--- src/hdl/sptrv_pkg.sv ---
// Shared types, constants and helper functions for the same-price trade run volume unit.
// Used by sptrv_ctrl, sptrv_dp and same_price_trade_run_volume_unit.
// Depends on nothing else.
package sptrv_pkg;

  // Event kinds carried in the input tuser.
  localparam logic [1:0] CMD_TRADE  = 2'd0;
  localparam logic [1:0] CMD_BOOK   = 2'd1;
  localparam logic [1:0] CMD_HALT   = 2'd2;
  localparam logic [1:0] CMD_RESUME = 2'd3;

  // Field widths.
  localparam int unsigned CMD_W    = 2;
  localparam int unsigned TIME_W   = 27;
  localparam int unsigned QTY_W    = 20;
  localparam int unsigned SIZE_W   = QTY_W + 1;
  localparam int unsigned PRICE_W  = 32;
  localparam int unsigned VOL_W    = 32;
  localparam int unsigned ENTRY_W  = TIME_W + SIZE_W;

  // Input tdata layout, lowest bit first.
  localparam int unsigned NOW_LSB   = 0;
  localparam int unsigned READY_BIT = NOW_LSB + TIME_W;
  localparam int unsigned SIDE_BIT  = READY_BIT + 1;
  localparam int unsigned QTY_LSB   = SIDE_BIT + 1;
  localparam int unsigned PRICE_LSB = QTY_LSB + QTY_W;
  localparam int unsigned BID_LSB   = PRICE_LSB + PRICE_W;
  localparam int unsigned ASK_LSB   = BID_LSB + PRICE_W;
  localparam int unsigned S_TDATA_W = 152;
  localparam int unsigned M_TDATA_W = 32;

  // Window length after reset, in milliseconds.
  localparam logic [TIME_W-1:0] WINDOW_RESET = 27'd1000;

  // Commands from the controller to the datapath.
  typedef struct packed {
    logic latch;     // capture the accepted input item
    logic retire;    // retire the oldest ring entry from the sum
    logic mark_ovf;  // the retirement is due to a full ring
    logic apply;     // carry out the event and load the result register
  } dp_cmd_t;

  // Status from the datapath to the controller.
  typedef struct packed {
    logic goes_expire;  // the offered item needs the expiry walk
    logic expired;      // the oldest entry has reached the window age
    logic need_ovf;     // the item extends a run while the ring is full
    logic out_free;     // the result register can take a new result
  } dp_stat_t;

  // Saturate a 33-bit signed value to 32 bits.
  function automatic logic signed [VOL_W-1:0] sat32(input logic signed [VOL_W:0] v);
    logic signed [VOL_W-1:0] r;
    if (v[VOL_W] != v[VOL_W-1]) begin
      r = v[VOL_W] ? {1'b1, {(VOL_W-1){1'b0}}} : {1'b0, {(VOL_W-1){1'b1}}};
    end else begin
      r = v[VOL_W-1:0];
    end
    return r;
  endfunction

endpackage

--- src/hdl/sptrv_ctrl.sv ---
// Controller state machine of the same-price trade run volume unit.
// Sequences capture, the expiry walk over the ring and the final update.
// Depends on sptrv_pkg.
module sptrv_ctrl (
  input  logic                clk,
  input  logic                rst,
  input  logic                s_axis_tvalid,
  output logic                s_axis_tready,
  input  sptrv_pkg::dp_stat_t stat,
  output sptrv_pkg::dp_cmd_t  cmd
);

  localparam logic [1:0] ST_IDLE  = 2'd0;
  localparam logic [1:0] ST_FETCH = 2'd1;
  localparam logic [1:0] ST_CHECK = 2'd2;
  localparam logic [1:0] ST_APPLY = 2'd3;

  logic [1:0] state;
  logic [1:0] state_next;

  // Next state and command decode.
  always_comb begin
    state_next    = state;
    cmd           = '0;
    s_axis_tready = 1'b0;
    unique case (state)
      ST_IDLE: begin
        s_axis_tready = 1'b1;
        if (s_axis_tvalid) begin
          cmd.latch  = 1'b1;
          state_next = stat.goes_expire ? ST_FETCH : ST_APPLY;
        end
      end
      ST_FETCH: begin
        // The ring memory read of the oldest entry completes here.
        state_next = ST_CHECK;
      end
      ST_CHECK: begin
        if (stat.expired) begin
          cmd.retire = 1'b1;
          state_next = ST_FETCH;
        end else if (stat.need_ovf) begin
          cmd.retire   = 1'b1;
          cmd.mark_ovf = 1'b1;
          state_next   = ST_APPLY;
        end else begin
          state_next = ST_APPLY;
        end
      end
      ST_APPLY: begin
        if (stat.out_free) begin
          cmd.apply  = 1'b1;
          state_next = ST_IDLE;
        end
      end
    endcase
  end

  // State register.
  always_ff @(posedge clk) begin
    if (rst) begin
      state <= ST_IDLE;
    end else begin
      state <= state_next;
    end
  end

endmodule

--- src/hdl/sptrv_dp.sv ---
// Datapath of the same-price trade run volume unit: item registers, the
// timestamped ring memory, the running sum, the run state and the result register.
// Depends on sptrv_pkg.
module sptrv_dp #(
  parameter int unsigned RING_DEPTH = 64
) (
  input  logic                                 clk,
  input  logic                                 rst,
  input  logic [sptrv_pkg::S_TDATA_W-1:0]      s_axis_tdata,
  input  logic [sptrv_pkg::CMD_W-1:0]          s_axis_tuser,
  output logic                                 m_axis_tvalid,
  input  logic                                 m_axis_tready,
  output logic [sptrv_pkg::M_TDATA_W-1:0]      m_axis_tdata,
  output logic                                 m_axis_tuser,
  input  logic                                 cfg_we,
  input  logic [sptrv_pkg::TIME_W-1:0]         cfg_wdata,
  input  sptrv_pkg::dp_cmd_t                   cmd,
  output sptrv_pkg::dp_stat_t                  stat
);

  localparam int unsigned IDX_W  = $clog2(RING_DEPTH);
  localparam int unsigned CNT_W  = $clog2(RING_DEPTH + 1);
  localparam int unsigned PSUM_W = CNT_W + 1;
  localparam logic [CNT_W-1:0]  DEPTH_CNT = CNT_W'(RING_DEPTH);
  localparam logic [PSUM_W-1:0] DEPTH_SUM = PSUM_W'(RING_DEPTH);
  localparam logic [IDX_W-1:0]  LAST_IDX  = IDX_W'(RING_DEPTH - 1);

  localparam int unsigned TW = sptrv_pkg::TIME_W;
  localparam int unsigned SW = sptrv_pkg::SIZE_W;
  localparam int unsigned PW = sptrv_pkg::PRICE_W;
  localparam int unsigned VW = sptrv_pkg::VOL_W;

  // Captured input item.
  logic [sptrv_pkg::CMD_W-1:0]  item_cmd;
  logic [TW-1:0]                item_now;
  logic                         item_ready;
  logic                         item_side;
  logic [sptrv_pkg::QTY_W-1:0]  item_qty;
  logic signed [PW-1:0]         item_price;
  logic signed [PW-1:0]         item_bid;
  logic signed [PW-1:0]         item_ask;

  // Ring memory and its registered read port.
  logic [sptrv_pkg::ENTRY_W-1:0] ring_mem [RING_DEPTH];
  logic [sptrv_pkg::ENTRY_W-1:0] rd_entry;

  // Control and run state.
  logic [IDX_W-1:0]     ring_head, ring_head_next;
  logic [CNT_W-1:0]     ring_count, ring_count_next;
  logic signed [VW-1:0] volume_sum, volume_sum_next;
  logic                 prev_valid, prev_valid_next;
  logic                 prev_side, prev_side_next;
  logic signed [PW-1:0] prev_price, prev_price_next;
  logic signed [PW-1:0] prev_bid, prev_bid_next;
  logic signed [PW-1:0] prev_ask, prev_ask_next;
  logic                 started, started_next;
  logic                 feed_down, feed_down_next;
  logic [TW-1:0]        window_len, window_len_next;
  logic                 ovf_flag, ovf_flag_next;
  logic                 out_valid, out_valid_next;
  logic signed [VW-1:0] out_volume, out_volume_next;
  logic                 out_ovf, out_ovf_next;

  // Derived values.
  logic signed [SW-1:0]   item_size;
  logic [TW-1:0]          rd_time;
  logic signed [SW-1:0]   rd_size;
  logic [TW:0]            age;
  logic                   same_run;
  logic signed [VW-1:0]   retire_sum;
  logic signed [VW-1:0]   add_sum;
  logic signed [PW:0]     spread;
  logic                   wide;
  logic                   quote_chg;
  logic [IDX_W-1:0]       head_inc;
  logic [PSUM_W-1:0]      push_sum;
  logic [IDX_W-1:0]       push_idx;
  logic                   wr_en;
  logic [IDX_W-1:0]       wr_addr;

  // Signed size of the held trade: buys count positive, sells negative.
  assign item_size = item_side ? -$signed({1'b0, item_qty}) : $signed({1'b0, item_qty});

  assign rd_time = rd_entry[sptrv_pkg::ENTRY_W-1:SW];
  assign rd_size = $signed(rd_entry[SW-1:0]);

  // Age of the oldest entry; a time before the entry's own never expires it.
  assign age = {1'b0, item_now} - {1'b0, rd_time};

  assign same_run  = prev_valid && (item_side == prev_side) && (item_price == prev_price);
  assign retire_sum = sptrv_pkg::sat32({volume_sum[VW-1], volume_sum} - (VW+1)'(rd_size));
  assign add_sum    = sptrv_pkg::sat32({volume_sum[VW-1], volume_sum} + (VW+1)'(item_size));
  assign spread     = {item_ask[PW-1], item_ask} - {item_bid[PW-1], item_bid};
  assign wide       = spread > (PW+1)'(1);
  assign quote_chg  = (item_bid != prev_bid) || (item_ask != prev_ask);

  // Ring index arithmetic, modulo the depth.
  assign head_inc = (ring_head == LAST_IDX) ? '0 : ring_head + IDX_W'(1);
  assign push_sum = PSUM_W'(ring_head) + PSUM_W'(ring_count);
  assign push_idx = (push_sum >= DEPTH_SUM) ? IDX_W'(push_sum - DEPTH_SUM) : IDX_W'(push_sum);

  // Status towards the controller.
  always_comb begin
    stat.goes_expire = started && ((s_axis_tuser == sptrv_pkg::CMD_TRADE) ||
                                   (s_axis_tuser == sptrv_pkg::CMD_BOOK));
    stat.expired     = (ring_count != '0) && !age[TW] && (age[TW-1:0] >= window_len);
    stat.need_ovf    = (item_cmd == sptrv_pkg::CMD_TRADE) && same_run &&
                       (ring_count == DEPTH_CNT);
    stat.out_free    = !out_valid || m_axis_tready;
  end

  // Next-state logic for retirement and for carrying out an event.
  always_comb begin
    ring_head_next  = ring_head;
    ring_count_next = ring_count;
    volume_sum_next = volume_sum;
    prev_valid_next = prev_valid;
    prev_side_next  = prev_side;
    prev_price_next = prev_price;
    prev_bid_next   = prev_bid;
    prev_ask_next   = prev_ask;
    started_next    = started;
    feed_down_next  = feed_down;
    window_len_next = cfg_we ? cfg_wdata : window_len;
    ovf_flag_next   = ovf_flag;
    out_valid_next  = out_valid && !m_axis_tready;
    out_volume_next = out_volume;
    out_ovf_next    = out_ovf;
    wr_en           = 1'b0;
    wr_addr         = push_idx;

    if (cmd.latch) begin
      ovf_flag_next = 1'b0;
    end

    if (cmd.retire) begin
      volume_sum_next = retire_sum;
      ring_head_next  = head_inc;
      ring_count_next = ring_count - CNT_W'(1);
      if (cmd.mark_ovf) begin
        ovf_flag_next = 1'b1;
      end
    end

    if (cmd.apply) begin
      unique case (item_cmd) inside
        sptrv_pkg::CMD_RESUME: begin
          feed_down_next = 1'b0;
        end
        sptrv_pkg::CMD_HALT: begin
          feed_down_next  = 1'b1;
          volume_sum_next = '0;
          out_valid_next  = 1'b1;
          out_volume_next = '0;
          out_ovf_next    = 1'b0;
        end
        sptrv_pkg::CMD_TRADE, sptrv_pkg::CMD_BOOK: begin
          if (!started) begin
            if (item_ready) begin
              started_next = 1'b1;
            end
          end else begin
            if (item_cmd == sptrv_pkg::CMD_TRADE) begin
              wr_en = 1'b1;
              if (same_run) begin
                ring_count_next = ring_count + CNT_W'(1);
                volume_sum_next = add_sum;
              end else begin
                // A new run starts with this trade alone.
                wr_addr         = '0;
                ring_head_next  = '0;
                ring_count_next = CNT_W'(1);
                volume_sum_next = VW'(item_size);
              end
              if (wide || quote_chg) begin
                volume_sum_next = '0;
                ring_head_next  = '0;
                ring_count_next = '0;
              end
              prev_valid_next = 1'b1;
              prev_side_next  = item_side;
              prev_price_next = item_price;
            end else begin
              // A quote change on a book update empties the ring but keeps the sum; a wide spread clears both.
              if (wide) begin
                volume_sum_next = '0;
                ring_head_next  = '0;
                ring_count_next = '0;
              end else if (quote_chg) begin
                ring_head_next  = '0;
                ring_count_next = '0;
              end
            end
            if (feed_down) begin
              volume_sum_next = '0;
            end
            prev_bid_next   = item_bid;
            prev_ask_next   = item_ask;
            out_valid_next  = 1'b1;
            out_volume_next = volume_sum_next;
            out_ovf_next    = ovf_flag;
          end
        end
      endcase
    end
  end

  // Capture of the accepted item.
  always_ff @(posedge clk) begin
    if (cmd.latch) begin
      item_cmd   <= s_axis_tuser;
      item_now   <= s_axis_tdata[sptrv_pkg::NOW_LSB +: TW];
      item_ready <= s_axis_tdata[sptrv_pkg::READY_BIT];
      item_side  <= s_axis_tdata[sptrv_pkg::SIDE_BIT];
      item_qty   <= s_axis_tdata[sptrv_pkg::QTY_LSB +: sptrv_pkg::QTY_W];
      item_price <= $signed(s_axis_tdata[sptrv_pkg::PRICE_LSB +: PW]);
      item_bid   <= $signed(s_axis_tdata[sptrv_pkg::BID_LSB +: PW]);
      item_ask   <= $signed(s_axis_tdata[sptrv_pkg::ASK_LSB +: PW]);
    end
  end

  // Ring memory: one write port, one registered read of the oldest entry.
  always_ff @(posedge clk) begin
    if (wr_en) begin
      ring_mem[wr_addr] <= {item_now, item_size};
    end
    rd_entry <= ring_mem[ring_head];
  end

  // State registers.
  always_ff @(posedge clk) begin
    if (rst) begin
      ring_head  <= '0;
      ring_count <= '0;
      volume_sum <= '0;
      prev_valid <= 1'b0;
      prev_side  <= 1'b0;
      prev_price <= '0;
      prev_bid   <= '0;
      prev_ask   <= '0;
      started    <= 1'b0;
      feed_down  <= 1'b0;
      window_len <= sptrv_pkg::WINDOW_RESET;
      ovf_flag   <= 1'b0;
      out_valid  <= 1'b0;
    end else begin
      ring_head  <= ring_head_next;
      ring_count <= ring_count_next;
      volume_sum <= volume_sum_next;
      prev_valid <= prev_valid_next;
      prev_side  <= prev_side_next;
      prev_price <= prev_price_next;
      prev_bid   <= prev_bid_next;
      prev_ask   <= prev_ask_next;
      started    <= started_next;
      feed_down  <= feed_down_next;
      window_len <= window_len_next;
      ovf_flag   <= ovf_flag_next;
      out_valid  <= out_valid_next;
    end
  end

  // Result payload.
  always_ff @(posedge clk) begin
    out_volume <= out_volume_next;
    out_ovf    <= out_ovf_next;
  end

  assign m_axis_tvalid = out_valid;
  assign m_axis_tdata  = out_volume;
  assign m_axis_tuser  = out_ovf;

  // The ring never holds more entries than it has room for.
  a_count_bound: assert property (@(posedge clk) disable iff (rst)
    ring_count <= DEPTH_CNT)
    else $error("ring count beyond depth");

  // Retirement only ever happens with a non-empty ring.
  a_retire_nonempty: assert property (@(posedge clk) disable iff (rst)
    cmd.retire |-> (ring_count != '0))
    else $error("retirement from an empty ring");

  // While the feed is down a trade or book update reports zero.
  a_feed_down_zero: assert property (@(posedge clk) disable iff (rst)
    (cmd.apply && feed_down && started &&
     ((item_cmd == sptrv_pkg::CMD_TRADE) || (item_cmd == sptrv_pkg::CMD_BOOK)))
    |=> (m_axis_tvalid && (m_axis_tdata == '0)))
    else $error("non-zero result while the feed is down");

endmodule

--- src/hdl/same_price_trade_run_volume_unit.sv ---
// Same-price trade run volume unit: top level joining controller and datapath.
// Depends on sptrv_pkg, sptrv_ctrl and sptrv_dp.
//
// Takes trade, book-update, feed-interrupted and feed-resumed events and reports
// the saturating signed volume of the current run of trades at one side and price,
// summed over a time window held in a ring of RING_DEPTH entries. One event is
// handled at a time. Resume, interrupt and events before the book is ready need
// no ring walk; otherwise each entry checked takes a registered read of the ring
// memory (FETCH) and a compare (CHECK), repeated while the oldest entry has aged
// out. A result waiting in the output register holds up only the final step of
// the next event. There is no clearing pass after reset. The user must write the
// window length through cfg_we/cfg_wdata while idle; the block does not enforce it.
module same_price_trade_run_volume_unit #(
  parameter int unsigned RING_DEPTH = 64
) (
  input  logic                            clk,
  input  logic                            rst,
  // Fields from bit 0: now_ms[26:0], book_ready[27], trade_side[28],
  // trade_quantity[48:29], trade_price[80:49], best_bid[112:81],
  // best_ask[144:113], zero padding[151:145].
  input  logic [sptrv_pkg::S_TDATA_W-1:0] s_axis_tdata,
  // Fields from bit 0: command[1:0].
  input  logic [sptrv_pkg::CMD_W-1:0]     s_axis_tuser,
  input  logic                            s_axis_tvalid,
  output logic                            s_axis_tready,
  // Fields from bit 0: run_volume[31:0].
  output logic [sptrv_pkg::M_TDATA_W-1:0] m_axis_tdata,
  // Fields from bit 0: ring_overflow[0].
  output logic                            m_axis_tuser,
  output logic                            m_axis_tvalid,
  input  logic                            m_axis_tready,
  input  logic                            cfg_we,
  input  logic [sptrv_pkg::TIME_W-1:0]    cfg_wdata
);

  sptrv_pkg::dp_cmd_t  cmd;
  sptrv_pkg::dp_stat_t stat;

  // Sequencing of each event.
  sptrv_ctrl u_ctrl (
    .clk           (clk),
    .rst           (rst),
    .s_axis_tvalid (s_axis_tvalid),
    .s_axis_tready (s_axis_tready),
    .stat          (stat),
    .cmd           (cmd)
  );

  // Ring, running sum and result register.
  sptrv_dp #(
    .RING_DEPTH (RING_DEPTH)
  ) u_dp (
    .clk           (clk),
    .rst           (rst),
    .s_axis_tdata  (s_axis_tdata),
    .s_axis_tuser  (s_axis_tuser),
    .m_axis_tvalid (m_axis_tvalid),
    .m_axis_tready (m_axis_tready),
    .m_axis_tdata  (m_axis_tdata),
    .m_axis_tuser  (m_axis_tuser),
    .cfg_we        (cfg_we),
    .cfg_wdata     (cfg_wdata),
    .cmd           (cmd),
    .stat          (stat)
  );

endmodule
--- config.mk ---
export PLATFORM = sky130hd
export DESIGN_NAME = same_price_trade_run_volume_unit
export DESIGN_NICKNAME = d
export VERILOG_FILES = /design/src/hdl/sptrv_pkg.sv /design/src/hdl/sptrv_ctrl.sv /design/src/hdl/sptrv_dp.sv /design/src/hdl/same_price_trade_run_volume_unit.sv
export SDC_FILE = /design/constraint.sdc
export NUM_CORES = 2
export LEC_CHECK = 0
export BUFFER_PORTS_ARGS = -buffer_cell sky130_fd_sc_hd__buf_4
export CAP_MARGIN = 15
export CORE_UTILIZATION = 42
export DETAILED_ROUTE_END_ITERATION = 8
export SYNTH_ARGS = -nofsm -noshare
export SYNTH_HDL_FRONTEND = slang
export SYNTH_SLANG_ARGS = --single-unit
export TNS_END_PERCENT = 30
--- constraint.sdc ---
create_clock -name clk -period 18.9 [get_ports clk]
set_clock_uncertainty 0.1 [all_clocks]
set_input_delay 3.78 -clock clk [delete_from_list [all_inputs] [get_ports clk]]
set_output_delay 3.78 -clock clk [all_outputs]
set_load 0.05 [all_outputs]
==> impl_metrics.yaml <==
job:
  cap_violations: 0
clock_network:
  post_cts_buffers: 0
  cts_tree: "yes"
  cts.repair.resized: 0
  postCtsHoldBufs: 0
  clk_path_buf_depth: 4
  path_clk_slew_ns: 0.06
  htreeDepth: 5
  numCtsBuffers: 357
  clock-sinks: 3476
  cts-root-buf: "clkbuf_16"
  clock_latency_ns: 0.97
power:
  p_switching_mw: 3.46
  power_frac_comb_pct: 3.3
  power.density_nw_per_um2: 101
  p_sw_share_pct: 21.4
  p_leak_nw: 49.9
  intPower_mw: 12.7
  max-vdd-ir-drop_mv: 0.0768
  clkPwrFrac_pct: 43.7
  pwr-share-seq_pct: 52.9
  finalPower_mw: 16.2
place:
  port-buffer-count: 213
  placedCellCount: 11414
  routabilityCongestion: 0.872
  place_hpwl_microns: 209000
  place_area_sq_um: 148000
  dp_slack_ns: 9.84
global_route:
  grt_pass1_vias: 71982
  antenna_found_initial: 18
  grt_max_degree: 158
  grt_overflow_total: 0
  grt_pass1_wl_microns: 531000
  grt_use_total_pct: 22.3
worst_setup_path:
  cp_max_fo: 65
  cpPeakStageDelay_ns: 0.89
  critPathCaptureType: "flop"
  crit_start: "u_dp.item_now[0]$_DFFE_PP_"
  cp_common_cell: "o21ai_0"
  arrival_ns: 9.64
  ff2ff_setup_slack_ns: 9.95
  criticalPathCategory: "flop to flop"
  slowest_stage: "nor4_1"
  r2r_start: "u_dp.item_now[0]$_DFFE_PP_"
  worstPathRequired_ns: 19.59
  start_kind: "flop"
die:
  core_area_sq_um: 331000
  die_h_microns: 579
  die_w_microns: 579
  die-area_sq_um: 335000
  placementRows: 211
  start_util_pct: 42.3
  io_pins: 221
logic_synthesis:
  ys_types: 83
  syn_avg_cell_area_sq_um: 20.0
  syn_inst: 6972
  syn_area_sq_um: 140000
  yosysSeqAreaShare_pct: 73.1
  synth_edf_count: 3252
  synthFlopType: "edfxtp_1"
  async_flop_share_pct: 0
  yosys_warnings: 0
  ys_seq_elements: 3476
  syn-num-nets: 7322
drt:
  drt-total-wl_microns: 376000
  vias: 71920
  ant_nets: 0
  post_drt_via_cell_ratio: 5.96
  drcViolationCount: 0
  drt_iter0_markers: 8230
  wl_per_cell_microns: 31.2
  drt_first_pass_iters: 8
timing:
  min_period_over_period_pct: 47.3
  slew_viol_final: 0
  tns_ns: 0
  setup_viol: 0
  hold_viol_final: 0
  clock.fmax_mhz: 112
  grt_setup_unrepaired: "false"
  relSlewSlack_pct: 12.4
  postLayoutSetupSlackWorst_ns: 9.95
  period_needed_ns: 8.95
  worstMarginPinSlew_ns: 1.31
final_layout:
  fin_nets: 7757
  fin_cells: 12070
  layout-drive-gt1-share_pct: 26.7
  fin_area_sq_um: 160000
  area_growth_pct: 14.2
outcome:
  status: "finished clean"
hold_path:
  hp-start: "u_dp.prev_ask[0]$_SDFFE_PP0P_"
  hp-class: "flop to flop"
## final timing paths
kind / to / depth (start not counted)
hold reg to reg: u_dp.prev_ask[0]$_SDFFE_PP0P_ / 2
hold / removal: u_dp.prev_ask[0]$_SDFFE_PP0P_ / 2
setup reg to reg: u_dp.m_axis_tdata[22]$_SDFFCE_PP0P_ / 27
setup / recovery: u_dp.m_axis_tdata[22]$_SDFFCE_PP0P_ / 27
## metrics by stage
| stage | utilization (%) | hold WS, ns |
|---|---|---|
| floorplan | - | 0.348 |
| finish | 48.3 | 0.365 |
| CTS | 48.3 | 0.366 |
| detailed placement | 44.7 | 0.358 |
| global route | 48.3 | 0.377 |
| global placement | 44.7 | 0.353 |
## sequential cells by signal, summed over array words and instances, names as in the netlist, 7 cells and up
register and count:
u_dp.ring_mem 3072, u_dp.rd_entry 48, u_dp.item_ask 32, u_dp.item_bid 32, u_dp.item_price 32, u_dp.m_axis_tdata 32, u_dp.prev_ask 32, u_dp.prev_bid 32
u_dp.prev_price 32, u_dp.volume_sum 32, u_dp.item_now 27, u_dp.window_len 27, u_dp.item_qty 20, u_dp.ring_count 7
## placed cells by master (no fill, tap or decap), types with 66 or more instances in the layout
master / instances
buf_4: 399
mux4_2: 1008
o21ai_0: 83
clkbuf_1: 76
clkinv_1: 67
xnor2_1: 66
inv_1: 165
nor2_1: 149
ha_1: 159
dfxtp_1: 218
clkbuf_16: 357
nand2_1: 329
a21oi_1: 287
xor2_1: 127
edfxtp_1: 3252
## kinds of logic (layout without fill, tap and decap cells)
kind of cell             Yosys count  after routing  share of synthesized area [%]
AND/OR/NAND/NOR                  841            841                           2.76
other                              0              1                              0
multiplexers                    1057           1057                           16.6
AO/OA/AOI/OAI                    715            715                           3.28
buffers and inverters            499           1230                           1.36
XOR/XNOR                         211            211                           1.32
adder cells (fa/ha/maj)          173            173                           1.56
flip-flops                      3476           3476                           73.1
## cell usage after synthesis (all sizes together), types with 29 or more instances
library cell	instances	area (sq um)
nand3	50	255
nand4	37	231
inv	166	623
nor3	55	280
o22ai	54	338
nand2	331	1250
nor4	29	181
buf	75	310
xor2	129	1130
ha	159	1990
a211oi	47	358
a21oi	288	1440
dfxtp	224	4480
nor2	214	803
edfxtp	3252	97700
a21o	45	345
mux4	1008	22700
o21ai	87	458
mux2i	46	460
xnor2	82	718
clkbuf	258	968
## worst max-delay path: cells and delay by family, from the launching register on
kind                     cells  cell delay (ns)
AND/OR/NAND/NOR              8             2.06
XOR/XNOR                     1             0.13
buffers and inverters        3             1.04
AO/OA/AOI/OAI               12             4.06
adder cells (fa/ha/maj)      3             0.97
flip-flops                   1             0.32
## routing by layer
metal  vias up  track usage (%)  share of wire (%)
li1      29664                -                  -
met1     38668             31.7                 42
met2      3044             36.1                 48
met3       540             3.03                7.5
met4         4             6.53                2.8
met5         -                0             0.0061
## power groups by stage
stage / combinational, mW / sequential [mW] / clock, mW
after floorplan: 0.270 / 8.77 / 0
after global placement: 0.509 / 8.73 / 0
after detailed placement: 0.532 / 8.73 / 0
after CTS: 0.533 / 8.56 / 7.20
after global routing: 0.583 / 8.56 / 7.47
final: 0.535 / 8.57 / 7.08
## cell type report
class / instances / area [sq um]
Sequential cell: 3476 / 102000
Inverter: 166 / 631
Clock buffer: 452 / 9470
Clock inverter: 203 / 2300
Antenna cell: 1 / 2.50
Timing Repair Buffer: 409 / 3200
Fill cell: 26906 / 171000
Tap cell: 4366 / 5460
Multi-Input combinational cell: 2997 / 36300
Power figures use the tool's default switching activity.
